[src/zmie_pkg.sv]
`default_nettype none

package zmie_pkg;

  localparam int NUM_OPS   = 4;
  localparam int NUM_SLOTS = 11;

  // byte slots of one instruction, in emission order
  localparam int SLOT_HDR0 = 0;
  localparam int SLOT_HDR1 = 1;
  localparam int SLOT_TYPE = 2;
  localparam int SLOT_OPS  = 3;  // operand i: high byte at 3+2i, low byte at 4+2i

  localparam logic [1:0] CMD_ONE = 2'd0;
  localparam logic [1:0] CMD_TWO = 2'd1;
  localparam logic [1:0] CMD_VAR = 2'd2;
  localparam logic [1:0] CMD_EXT = 2'd3;

  localparam logic [1:0] KIND_CONST = 2'd0;
  localparam logic [1:0] KIND_VAR   = 2'd1;
  localparam logic [1:0] KIND_OMIT  = 2'd2;

  localparam logic [1:0] TYPE_LARGE = 2'd0;
  localparam logic [1:0] TYPE_SMALL = 2'd1;
  localparam logic [1:0] TYPE_VAR   = 2'd2;
  localparam logic [1:0] TYPE_OMIT  = 2'd3;

  localparam logic [7:0] EXT_PREFIX = 8'd190;

  typedef struct packed {
    logic                            err;
    logic [NUM_SLOTS-1:0]            mask;
    logic [NUM_SLOTS-1:0][7:0]       bytes;
  } desc_t;

  function automatic logic [1:0] op_type(input logic [15:0] val, input logic [1:0] kind);
    logic [1:0] t;
    if (kind == KIND_VAR) begin
      t = TYPE_VAR;
    end else if (val[15:8] == 8'd0) begin
      t = TYPE_SMALL;
    end else begin
      t = TYPE_LARGE;
    end
    return t;
  endfunction

endpackage

`default_nettype wire

[src/zmie_front.sv]
`default_nettype none

module zmie_front import zmie_pkg::*; #(
  parameter int MAX_OPERANDS = 4
) (
  input  wire logic [1:0]               command,
  input  wire logic [7:0]               opcode,
  input  wire logic [2:0]               operand_count,
  input  wire logic [NUM_OPS-1:0][15:0] vals,
  input  wire logic [NUM_OPS-1:0][1:0]  kinds,
  output desc_t                         desc
);

  logic [NUM_OPS-1:0]      op_en;
  logic [2:0]              used_count;
  logic [NUM_OPS-1:0][1:0] types;
  logic [7:0]              base;

  always_comb begin
    desc       = '0;
    op_en      = '0;
    used_count = operand_count;
    base       = opcode;
    if (command == CMD_TWO) begin
      used_count = 3'd2;
    end
    for (int i = 0; i < NUM_OPS; i++) begin
      if (3'(i) < used_count && kinds[i] != KIND_OMIT) begin
        types[i] = op_type(vals[i], kinds[i]);
      end else begin
        types[i] = TYPE_OMIT;
      end
    end
    if (opcode[7:6] == 2'b00) begin
      base[5] = 1'b0;
    end else begin
      base[5] = 1'b1;
    end

    unique case (command)
      CMD_ONE: begin
        desc.mask[SLOT_HDR0]  = 1'b1;
        desc.bytes[SLOT_HDR0] = {2'b10, op_type(vals[0], kinds[0]), opcode[3:0]};
        op_en                 = 4'b0001;
      end
      CMD_TWO: begin
        desc.mask[SLOT_HDR0] = 1'b1;
        if (vals[0][15:8] == 8'd0 && vals[1][15:8] == 8'd0) begin
          // long form: both operands one byte whatever the kind
          desc.bytes[SLOT_HDR0]  = {1'b0, kinds[0] == KIND_VAR, kinds[1] == KIND_VAR,
                                    opcode[4:0]};
          desc.mask[SLOT_OPS+1]  = 1'b1;
          desc.bytes[SLOT_OPS+1] = vals[0][7:0];
          desc.mask[SLOT_OPS+3]  = 1'b1;
          desc.bytes[SLOT_OPS+3] = vals[1][7:0];
        end else begin
          desc.bytes[SLOT_HDR0] = {3'b110, opcode[4:0]};
          desc.mask[SLOT_TYPE]  = 1'b1;
          desc.bytes[SLOT_TYPE] = {types[0], types[1], types[2], types[3]};
          for (int i = 0; i < NUM_OPS; i++) begin
            op_en[i] = (types[i] != TYPE_OMIT);
          end
        end
      end
      CMD_VAR, CMD_EXT: begin
        if (32'(operand_count) > MAX_OPERANDS) begin
          desc.err             = 1'b1;
          desc.mask[SLOT_HDR0] = 1'b1;
        end else begin
          desc.mask[SLOT_HDR0] = 1'b1;
          if (command == CMD_VAR) begin
            desc.bytes[SLOT_HDR0] = base | 8'hC0;
          end else begin
            desc.bytes[SLOT_HDR0] = EXT_PREFIX;
            desc.mask[SLOT_HDR1]  = 1'b1;
            desc.bytes[SLOT_HDR1] = opcode;
          end
          desc.mask[SLOT_TYPE]  = 1'b1;
          desc.bytes[SLOT_TYPE] = {types[0], types[1], types[2], types[3]};
          for (int i = 0; i < NUM_OPS; i++) begin
            op_en[i] = (types[i] != TYPE_OMIT);
          end
        end
      end
      default: begin
        desc = '0;
      end
    endcase

    for (int i = 0; i < NUM_OPS; i++) begin
      if (op_en[i]) begin
        desc.mask[SLOT_OPS+2*i+1]  = 1'b1;
        desc.bytes[SLOT_OPS+2*i+1] = vals[i][7:0];
        if (kinds[i] != KIND_VAR && vals[i][15:8] != 8'd0) begin
          desc.mask[SLOT_OPS+2*i]  = 1'b1;
          desc.bytes[SLOT_OPS+2*i] = vals[i][15:8];
        end
      end
    end
  end

endmodule

`default_nettype wire

[src/zmie_fifo.sv]
`default_nettype none

module zmie_fifo import zmie_pkg::*; (
  input  wire logic  clk,
  input  wire logic  rst,
  input  wire logic  wr_en,
  input  wire desc_t wr_data,
  output logic       full,
  input  wire logic  rd_en,
  output logic       not_empty,
  output desc_t      rd_data
);

  desc_t      mem [2];
  logic       wr_ptr;
  logic       rd_ptr;
  logic [1:0] count;

  assign full      = (count == 2'd2);
  assign not_empty = (count != 2'd0);
  assign rd_data   = mem[rd_ptr];

  always_ff @(posedge clk) begin
    if (wr_en) begin
      mem[wr_ptr] <= wr_data;
    end
  end

  always_ff @(posedge clk) begin
    if (rst) begin
      wr_ptr <= 1'b0;
      rd_ptr <= 1'b0;
      count  <= 2'd0;
    end else begin
      if (wr_en) begin
        wr_ptr <= ~wr_ptr;
      end
      if (rd_en) begin
        rd_ptr <= ~rd_ptr;
      end
      unique case ({wr_en, rd_en})
        2'b10:   count <= count + 2'd1;
        2'b01:   count <= count - 2'd1;
        default: count <= count;
      endcase
    end
  end

endmodule

`default_nettype wire

[src/zmie_back.sv]
`default_nettype none

module zmie_back import zmie_pkg::*; (
  input  wire logic  clk,
  input  wire logic  rst,
  input  wire logic  q_valid,
  input  wire desc_t q_data,
  output logic       q_pop,
  output logic       out_valid,
  input  wire logic  out_stall,
  output logic [7:0] code_byte,
  output logic       last_byte,
  output logic       count_error
);

  logic [NUM_SLOTS-1:0]      cur_mask;
  logic [NUM_SLOTS-1:0][7:0] cur_bytes;
  logic                      cur_err;
  logic [NUM_SLOTS-1:0]      first;
  logic [NUM_SLOTS-1:0]      rest;
  logic [7:0]                sel;
  logic                      emit;

  always_comb begin
    first = cur_mask & (~cur_mask + NUM_SLOTS'(1));
    rest  = cur_mask & ~first;
    sel   = '0;
    for (int k = 0; k < NUM_SLOTS; k++) begin
      sel = sel | (cur_bytes[k] & {8{first[k]}});
    end
  end

  assign emit  = (cur_mask != '0) && (!out_valid || !out_stall);
  // take the next instruction as the current one runs out
  assign q_pop = q_valid && ((cur_mask == '0) || (emit && rest == '0));

  always_ff @(posedge clk) begin
    if (q_pop) begin
      cur_bytes <= q_data.bytes;
      cur_err   <= q_data.err;
    end
    if (emit) begin
      code_byte   <= sel;
      last_byte   <= (rest == '0);
      count_error <= cur_err;
    end
  end

  always_ff @(posedge clk) begin
    if (rst) begin
      cur_mask  <= '0;
      out_valid <= 1'b0;
    end else begin
      if (q_pop) begin
        cur_mask <= q_data.mask;
      end else if (emit) begin
        cur_mask <= rest;
      end
      if (emit) begin
        out_valid <= 1'b1;
      end else if (!out_stall) begin
        out_valid <= 1'b0;
      end
    end
  end

endmodule

`default_nettype wire

[src/zmachine_instruction_encoder_top.sv]
// Z-machine instruction encoder.
// Input channel: one beat per instruction request (form command, opcode,
// operand count, four operand values and kinds), handshake in_valid/in_stall.
// Output channel: one beat per encoded byte (code_byte, last_byte set on the
// final byte), handshake out_valid/out_stall. A request refused for too many
// operands gives a single beat with count_error and last_byte set.
// A classifier builds a slot list of the instruction's bytes, which waits in
// a two-entry queue; the emitter walks the slots, one byte per cycle while
// out_stall does not hold it. A request's beat is written into the queue,
// then loaded into the emitter's slot register, and its first byte is then
// registered onto code_byte. A request gives 1 to 11 bytes; the emitter loads
// the next request's slots as it emits the current request's last byte.
// in_stall is high during reset and while the queue is full.
// Reset (synchronous, rst high) empties the queue and drops out_valid.
// While out_stall is high the presented byte holds and the emitter waits;
// the queue keeps taking requests until both entries are occupied.
`default_nettype none

module zmachine_instruction_encoder_top import zmie_pkg::*; #(
  parameter int MAX_OPERANDS = 4
) (
  input  wire logic        clk,
  input  wire logic        rst,
  input  wire logic        in_valid,
  output logic             in_stall,
  input  wire logic [1:0]  command,
  input  wire logic [7:0]  opcode,
  input  wire logic [2:0]  operand_count,
  input  wire logic [15:0] first_operand_value,
  input  wire logic [15:0] second_operand_value,
  input  wire logic [15:0] third_operand_value,
  input  wire logic [15:0] fourth_operand_value,
  input  wire logic [1:0]  first_operand_kind,
  input  wire logic [1:0]  second_operand_kind,
  input  wire logic [1:0]  third_operand_kind,
  input  wire logic [1:0]  fourth_operand_kind,
  output logic             out_valid,
  input  wire logic        out_stall,
  output logic [7:0]       code_byte,
  output logic             last_byte,
  output logic             count_error
);

  logic [NUM_OPS-1:0][15:0] vals;
  logic [NUM_OPS-1:0][1:0]  kinds;
  desc_t                    in_desc;
  desc_t                    q_data;
  logic                     q_full;
  logic                     q_valid;
  logic                     q_pop;

  assign vals  = {fourth_operand_value, third_operand_value,
                  second_operand_value, first_operand_value};
  assign kinds = {fourth_operand_kind, third_operand_kind,
                  second_operand_kind, first_operand_kind};

  assign in_stall = q_full || rst;

  zmie_front #(
    .MAX_OPERANDS (MAX_OPERANDS)
  ) u_front (
    .command       (command),
    .opcode        (opcode),
    .operand_count (operand_count),
    .vals          (vals),
    .kinds         (kinds),
    .desc          (in_desc)
  );

  zmie_fifo u_fifo (
    .clk       (clk),
    .rst       (rst),
    .wr_en     (in_valid && !in_stall),
    .wr_data   (in_desc),
    .full      (q_full),
    .rd_en     (q_pop),
    .not_empty (q_valid),
    .rd_data   (q_data)
  );

  zmie_back u_back (
    .clk         (clk),
    .rst         (rst),
    .q_valid     (q_valid),
    .q_data      (q_data),
    .q_pop       (q_pop),
    .out_valid   (out_valid),
    .out_stall   (out_stall),
    .code_byte   (code_byte),
    .last_byte   (last_byte),
    .count_error (count_error)
  );

endmodule

`default_nettype wire

[config.mk]
export PLATFORM = sky130hd
export DESIGN_NAME = zmachine_instruction_encoder_top
export DESIGN_NICKNAME = d
export VERILOG_FILES = /design/src/zmie_pkg.sv /design/src/zmie_front.sv /design/src/zmie_fifo.sv /design/src/zmie_back.sv /design/src/zmachine_instruction_encoder_top.sv
export SDC_FILE = /design/constraint.sdc
export NUM_CORES = 1
export LEC_CHECK = 0
export ABC_AREA = 0
export BUFFER_PORTS_ARGS = -buffer_cell sky130_fd_sc_hd__buf_2
export CORE_ASPECT_RATIO = 0.8
export CORE_UTILIZATION = 60
export CTS_CLUSTER_DIAMETER = 30
export DETAILED_ROUTE_END_ITERATION = 12
export HOLD_SLACK_MARGIN = 0.06
export PLACE_DENSITY_LB_ADDON = 0.2
export REMOVE_ABC_BUFFERS = 1
export SYNTH_ARGS = -nofsm -noshare
export SYNTH_HDL_FRONTEND = slang
export SYNTH_SLANG_ARGS = --single-unit
[constraint.sdc]
create_clock -name clk -period 18.3 [get_ports clk]
set_input_delay 1.83 -clock clk [delete_from_list [all_inputs] [get_ports clk]]
set_output_delay 1.83 -clock clk [all_outputs]
set_load 0.03 [all_outputs]
# After elaboration in Yosys (flattened, before gate mapping)
# Memory sizes are Yosys's and may differ from the RTL's. A register that Yosys moved wholly into a read port is not among the register bits.
# Index checks and enable logic that the tools add are counted.
# word_totals
regBits	115
ram_bits	200
input_bits	89
out_inout_bits	12
wordCells	180
memories	1
# mem_list
name	words	width	rd	rd_clocked_by_memory_dff	write_ports	line_no	rtl
u_fifo.mem	2	100	1	1	1	zmie_fifo.sv:14	desc_t mem [2];
# classes
add_sub_neg	3
order_cmp	5
eq_ne	23
muxes	64
n_bitwise	27
reduce_logical	37
# op_table
cell	count
2-to-1 mux 8 bit	12
AND 8 bit	11
OR 8 bit	10
2-to-1 mux 16 bit	4
logical NOT 8 bit	4
nonzero test 8 bit	4
2-to-1 mux 2 bit	13
2-to-1 mux 24 bit	1
one-hot mux 8 bit (3 select lines)	1
2-to-1 mux 1 bit	23
AND 11 bit	2
logical NOT 11 bit	2
2-to-1 mux 11 bit	2
NOT 11 bit	2
!= test 2 bit, second input constant	8
one-hot mux 8 bit (2 select lines)	1
logical AND 1 bit	13
== test 2 x 1 -> 1 bit, second input constant	6
one-hot mux 4 bit (3 select lines)	1
adder 11 x 1 -> 11 bit, second input constant	1
nonzero test 11 bit	1
!= test 2 x 1 -> 1 bit, second input constant	5
== test 2 bit, second input constant	4
2-to-1 mux 4 bit	2
other kinds (16)	26

# Longest topological paths before layout
# logic_depth
word_depth	14
ltp_mapped	10
depth_no_buf	9

# Hierarchy
# A second synthesis with hierarchy kept.
# hier_totals
cells_unflattened	814
area_unflattened_um2	12983.7
# by_module_without_submodules
module	instances	cells_per_inst	area_per_inst_um2	seq_area_each_um2
zmie_fifo	1	333	7419.6	6105.9
zmie_back	1	296	4361.7	3213.1
zmie_front	1	183	1188.6	0.0
zmachine_instruction_encoder_top	1	2	13.8	0.0

# Least setup slack after synthesis
# No wires, ideal clock.
# synth_path
kind	input to register
startpoint	input port out_stall
endpoint	register u_fifo.count[1]
setup_time_ps	71
t_arrival_ps	7490
required_ps	18229
setup_slack_ps	10740
cell_stages	7
n_path_buf	0
path_cell_list	and2_0 nor4_1 a21oi_1 nor2_1 ha_1 or3_1 a21oi_1
# synth_between
elab_chain_cells	8
# synth_lines
item	line_no	rtl
start: declaration	zmachine_instruction_encoder_top.sv:38	input wire logic out_stall,
logical NOT 1 bit *	zmie_back.sv:33	assign emit = (cur_mask != '0) && (!out_valid || !out_stall);
logical OR 1 bit *	zmie_back.sv:33	
logical AND 1 bit *	zmie_back.sv:33	
logical AND 1 bit *	zmie_back.sv:35	assign q_pop = q_valid && ((cur_mask == '0) || (emit && rest == '0));
logical OR 1 bit *	zmie_back.sv:35	
logical AND 1 bit *	zmie_back.sv:35	
via q_pop	zmachine_instruction_encoder_top.sv:50	logic q_pop;
== test 2 x 1 -> 1 bit / == test 2 bit (equally long branches)	zmie_fifo.sv:41	unique case ({wr_en, rd_en})
one-hot mux 2 bit (2 select lines) / nonzero test 2 bit (equally long branches)	n/a	
end signal: assignment	zmie_fifo.sv:42	2'b10: count <= count + 2'd1;
end signal: assignment	zmie_fifo.sv:43	2'b01: count <= count - 2'd1;
end signal: assignment	zmie_fifo.sv:44	default: count <= count;
end: declaration	zmie_fifo.sv:17	logic [1:0] count;
# Mark *: on every way through the listed nets, which the timed path passes. The rest lies on a longest branch.
# A chain may end at the register's enable or synchronous reset.

# Final worst setup path
# layout_path
startpoint	input port rst
endpoint	output port in_stall
# layout_between
elab_chain_cells	1
# layout_lines
item	line_no	rtl
start: declaration	zmachine_instruction_encoder_top.sv:23	input wire logic rst,
logical OR 1 bit	zmachine_instruction_encoder_top.sv:57	assign in_stall = q_full || rst;
end: declaration	zmachine_instruction_encoder_top.sv:25	output logic in_stall,
# Every way passes these cells.

==> run metrics <==
share of cells above drive strength 1 31.38%; Final Util 73.81%; Cell Rows 46; final setup violation count 0; xor-xnor portion of the synthesized cell area 0.2097%; Critical Path End Type primary output; syn avg cell area 16.29 sq um; Nets 974; final wirelength 26150 um; pwr dens 167.5 mW/mm^2; clk sinks 314; sequential power share 45.0%; Resize count post-CTS 0; GRT overflow 0; Synth cell types 58; clock latency on the worst-skew pair 0.52 ns; hold buffer count at CTS 0; Least-Margin Pin Slew 1.202 ns; 1st-iter DRT viols 668; Max Slew Vio Count 0; Mapped Area 0.01253 sq mm; initial core utilization 62.19%; Async S/R FF share, synth 0%; Setup Buffers After CTS 0; largest family of logic cells by synthesized area multiplexers; DP Wirelength 16300 um; Max-slew headroom 19.86%; area grow syn2layout 18.69%; antenna violation net count after detailed routing 0; Clock power frac 35.9%; antenna cell count 0; first-pass GRT wire length 40490 um; unrepaired setup endpoints after global routing no; sw frac 29.18%; min-delay worst type register to register; Root Buffer clkbuf_16; initial antenna violation count 0; Post-synth top flop edfxtp_1; Comb pwr share 19.2%; synth warn 0; Pint 0.001763 W; skew final 0.01141 ns; die area 0.02146 sq mm; final hold vios 0; area share of the largest cell type after synthesis 71.19%; Final Cycle Share 23.46%; DR pass1 iterations 6; cells taking the most area after synthesis edfxtp_1 (71%), mux2_2 (8.1%), dfxtp_1 (2.7%); simple-gate share of the synthesized area 8.720%; largest fanout on the critical path 12; Setup crit start kind primary input; Fmax 232.9 MHz; Die W 163.6 um; Worst VDD drop 0.1342 mV; Vias/cell 5.999; Setup CP Type primary input to primary output; status finished clean; reg-to-reg setup timing slack 14.35 ns; Reg clk slew, reported paths 0.05 ns; switching power 0.0007267 W; Synth Area in Compound Gates 6.302%; CTS tree done; Fillers 1229; Synth Instances 769; PortBufs 100; gpl congestion 0.8927; Inserted Clock Buffers 45; synthesized flop and latch total 314; CTS Buffer Depth 3; GRT Overall Usage 25.20%; mux cell area share after synthesis 8.989%; drc violations 0; Seq/Total Area, Yosys 73.91%; Critical Path AT 2.46 ns; post-synthesis adder-cell area fraction 0.2697%; final setup TNS 0 ns; H-tree Lvls 2; shortest period the worst path allows 4.293 ns; vias in the first global route 7379; Critical Path RT 16.47 ns; number of flops mapped to enable cells by yosys 297; routed len/inst 22.07 um; core region area 0.02014 sq mm; largest net degree at the start of global routing 90; Via Count 7109; max-cap violation count 0; Pleak 5.247 nW; I/O pins 101; post-synth top area cell edfxtp_1; die height 131.2 um
==> registers in the layout, indices dropped and copies added (netlist names), named ones only <==
name / flops
u_back.cur_mask: 11
u_fifo.wr_ptr: 1
u_back.cur_bytes: 88
u_fifo.count: 2
u_back.cur_err: 1
u_back.out_valid: 1
u_back.code_byte: 8
u_back.count_error: 1
u_fifo.mem: 198
u_back.last_byte: 1
u_fifo.rd_ptr: 1
==> power by group through the flow <==
stage / combinational [W] / clock [W] / sequential, W
global route: 0.000513 / 0.000933 / 0.00114
floorplan: 0.000298 / 0 / 0.00114
detailed placement: 0.000471 / 0 / 0.00113
finish: 0.000477 / 0.000893 / 0.00112
CTS: 0.000476 / 0.000903 / 0.00112
global placement: 0.000456 / 0 / 0.00112
==> worst paths after layout <==
check | start | endpoint | depth (start not counted)
setup reg to reg | u_back.cur_mask[0]$_SDFFE_PP0P_ | u_back.cur_bytes[81]$_DFFE_PN_ | 6
hold / removal | u_back.cur_err$_DFFE_PN_ | u_back.count_error$_DFFE_PP_ | 0
hold reg to reg | u_back.cur_err$_DFFE_PN_ | u_back.count_error$_DFFE_PP_ | 0
setup / recovery | rst | in_stall | 4
==> cell usage after synthesis, types with 2 or more instances <==
cell,instances
o31ai_2,2
edfxtp_1,297
nor3_1,5
or4_1,2
clkbuf_1,23
nand3_1,14
mux2i_1,9
o21ai_0,6
nand2_1,35
o221ai_1,8
a22o_1,8
o31ai_1,12
nor4_2,2
xor2_1,2
o21a_1,3
o31a_1,2
nor2_1,18
nand2b_1,6
nor4_1,10
buf_2,4
a222oi_1,8
and2_1,51
o211ai_1,4
o311ai_0,5
a21oi_1,18
inv_1,12
dfxtp_1,17
buf_1,10
nor2b_1,22
mux2_1,2
or3_1,2
mux2_2,90
nor3b_1,2
o21ai_1,2
a31oi_1,3
and3_1,16
a22oi_1,16
==> stage by stage <==
stage	power, W	setup slack (ns)	instance area [sq um]	std cells	hold slack (ns)
3_5_place_dp	0.001599	13.81	13270	1101	0.4357
6_report	0.002490	14.01	14870	1185	0.4709
2_1_floorplan	0.001439	10.74	12370	731	0.4003
4_1_cts	0.002497	14.01	14870	1185	0.4567
3_3_place_gp	0.001578	14.02	13270	1101	0.4336
5_1_grt	0.002583	13.94	14870	1185	0.4636
==> cell usage in the layout, fill, tap and decap left out, types with 7 or more instances in the layout <==
cell type / count
inv_1: 12
clkinv_2: 7
nor4_1: 10
and2_1: 51
nor2b_1: 22
mux2_2: 90
mux2i_1: 9
o31ai_1: 12
nand2_1: 35
dfxtp_1: 16
a222oi_1: 8
clkbuf_16: 47
a22oi_1: 16
nor2_1: 16
a21oi_1: 18
nand3_1: 14
buf_2: 100
o221ai_1: 8
a22o_1: 8
edfxtp_1: 297
bufinv_16: 7
and3_1: 15
==> routing by layer <==
metal | track usage [%] | part of all wire [%] | vias to the layer above
li1 | - | - | 3240
met1 | 35.82 | 42 | 3500
met2 | 39.10 | 47 | 326
met3 | 5.524 | 8.5 | 43
met4 | 7.870 | 1.8 | 0
met5 | 0 | 0 | -
==> cells by family (layout without fill, tap and decap cells) <==
kind of cell,after synthesis,count (layout)
flip-flops,314,314
AND/OR/NAND/NOR,193,193
AO/OA/AOI/OAI,105,105
multiplexers,101,101
buffers and inverters,50,202
adder cells (fa/ha/maj),3,3
XOR/XNOR,3,3
==> worst max-delay path, stage by stage <==
cell and delay, ns:
buf_2 0.18, a21oi_1 0.23, inv_1 0.05, buf_2 0.17
==> area by class of cell <==
class / instances / area [sq um] / share of cell area (%)
Clock buffer: 51 / 1201 / 8.079
Inverter: 12 / 45.04 / 0.3030
Tap cell: 264 / 330.3 / 2.222
Multi-Input combinational cell: 405 / 3088 / 20.77
Timing Repair Buffer: 106 / 545.5 / 3.669
Clock inverter: 33 / 395.4 / 2.659
Sequential cell: 314 / 9263 / 62.30
(Power assumes the default switching activity.)
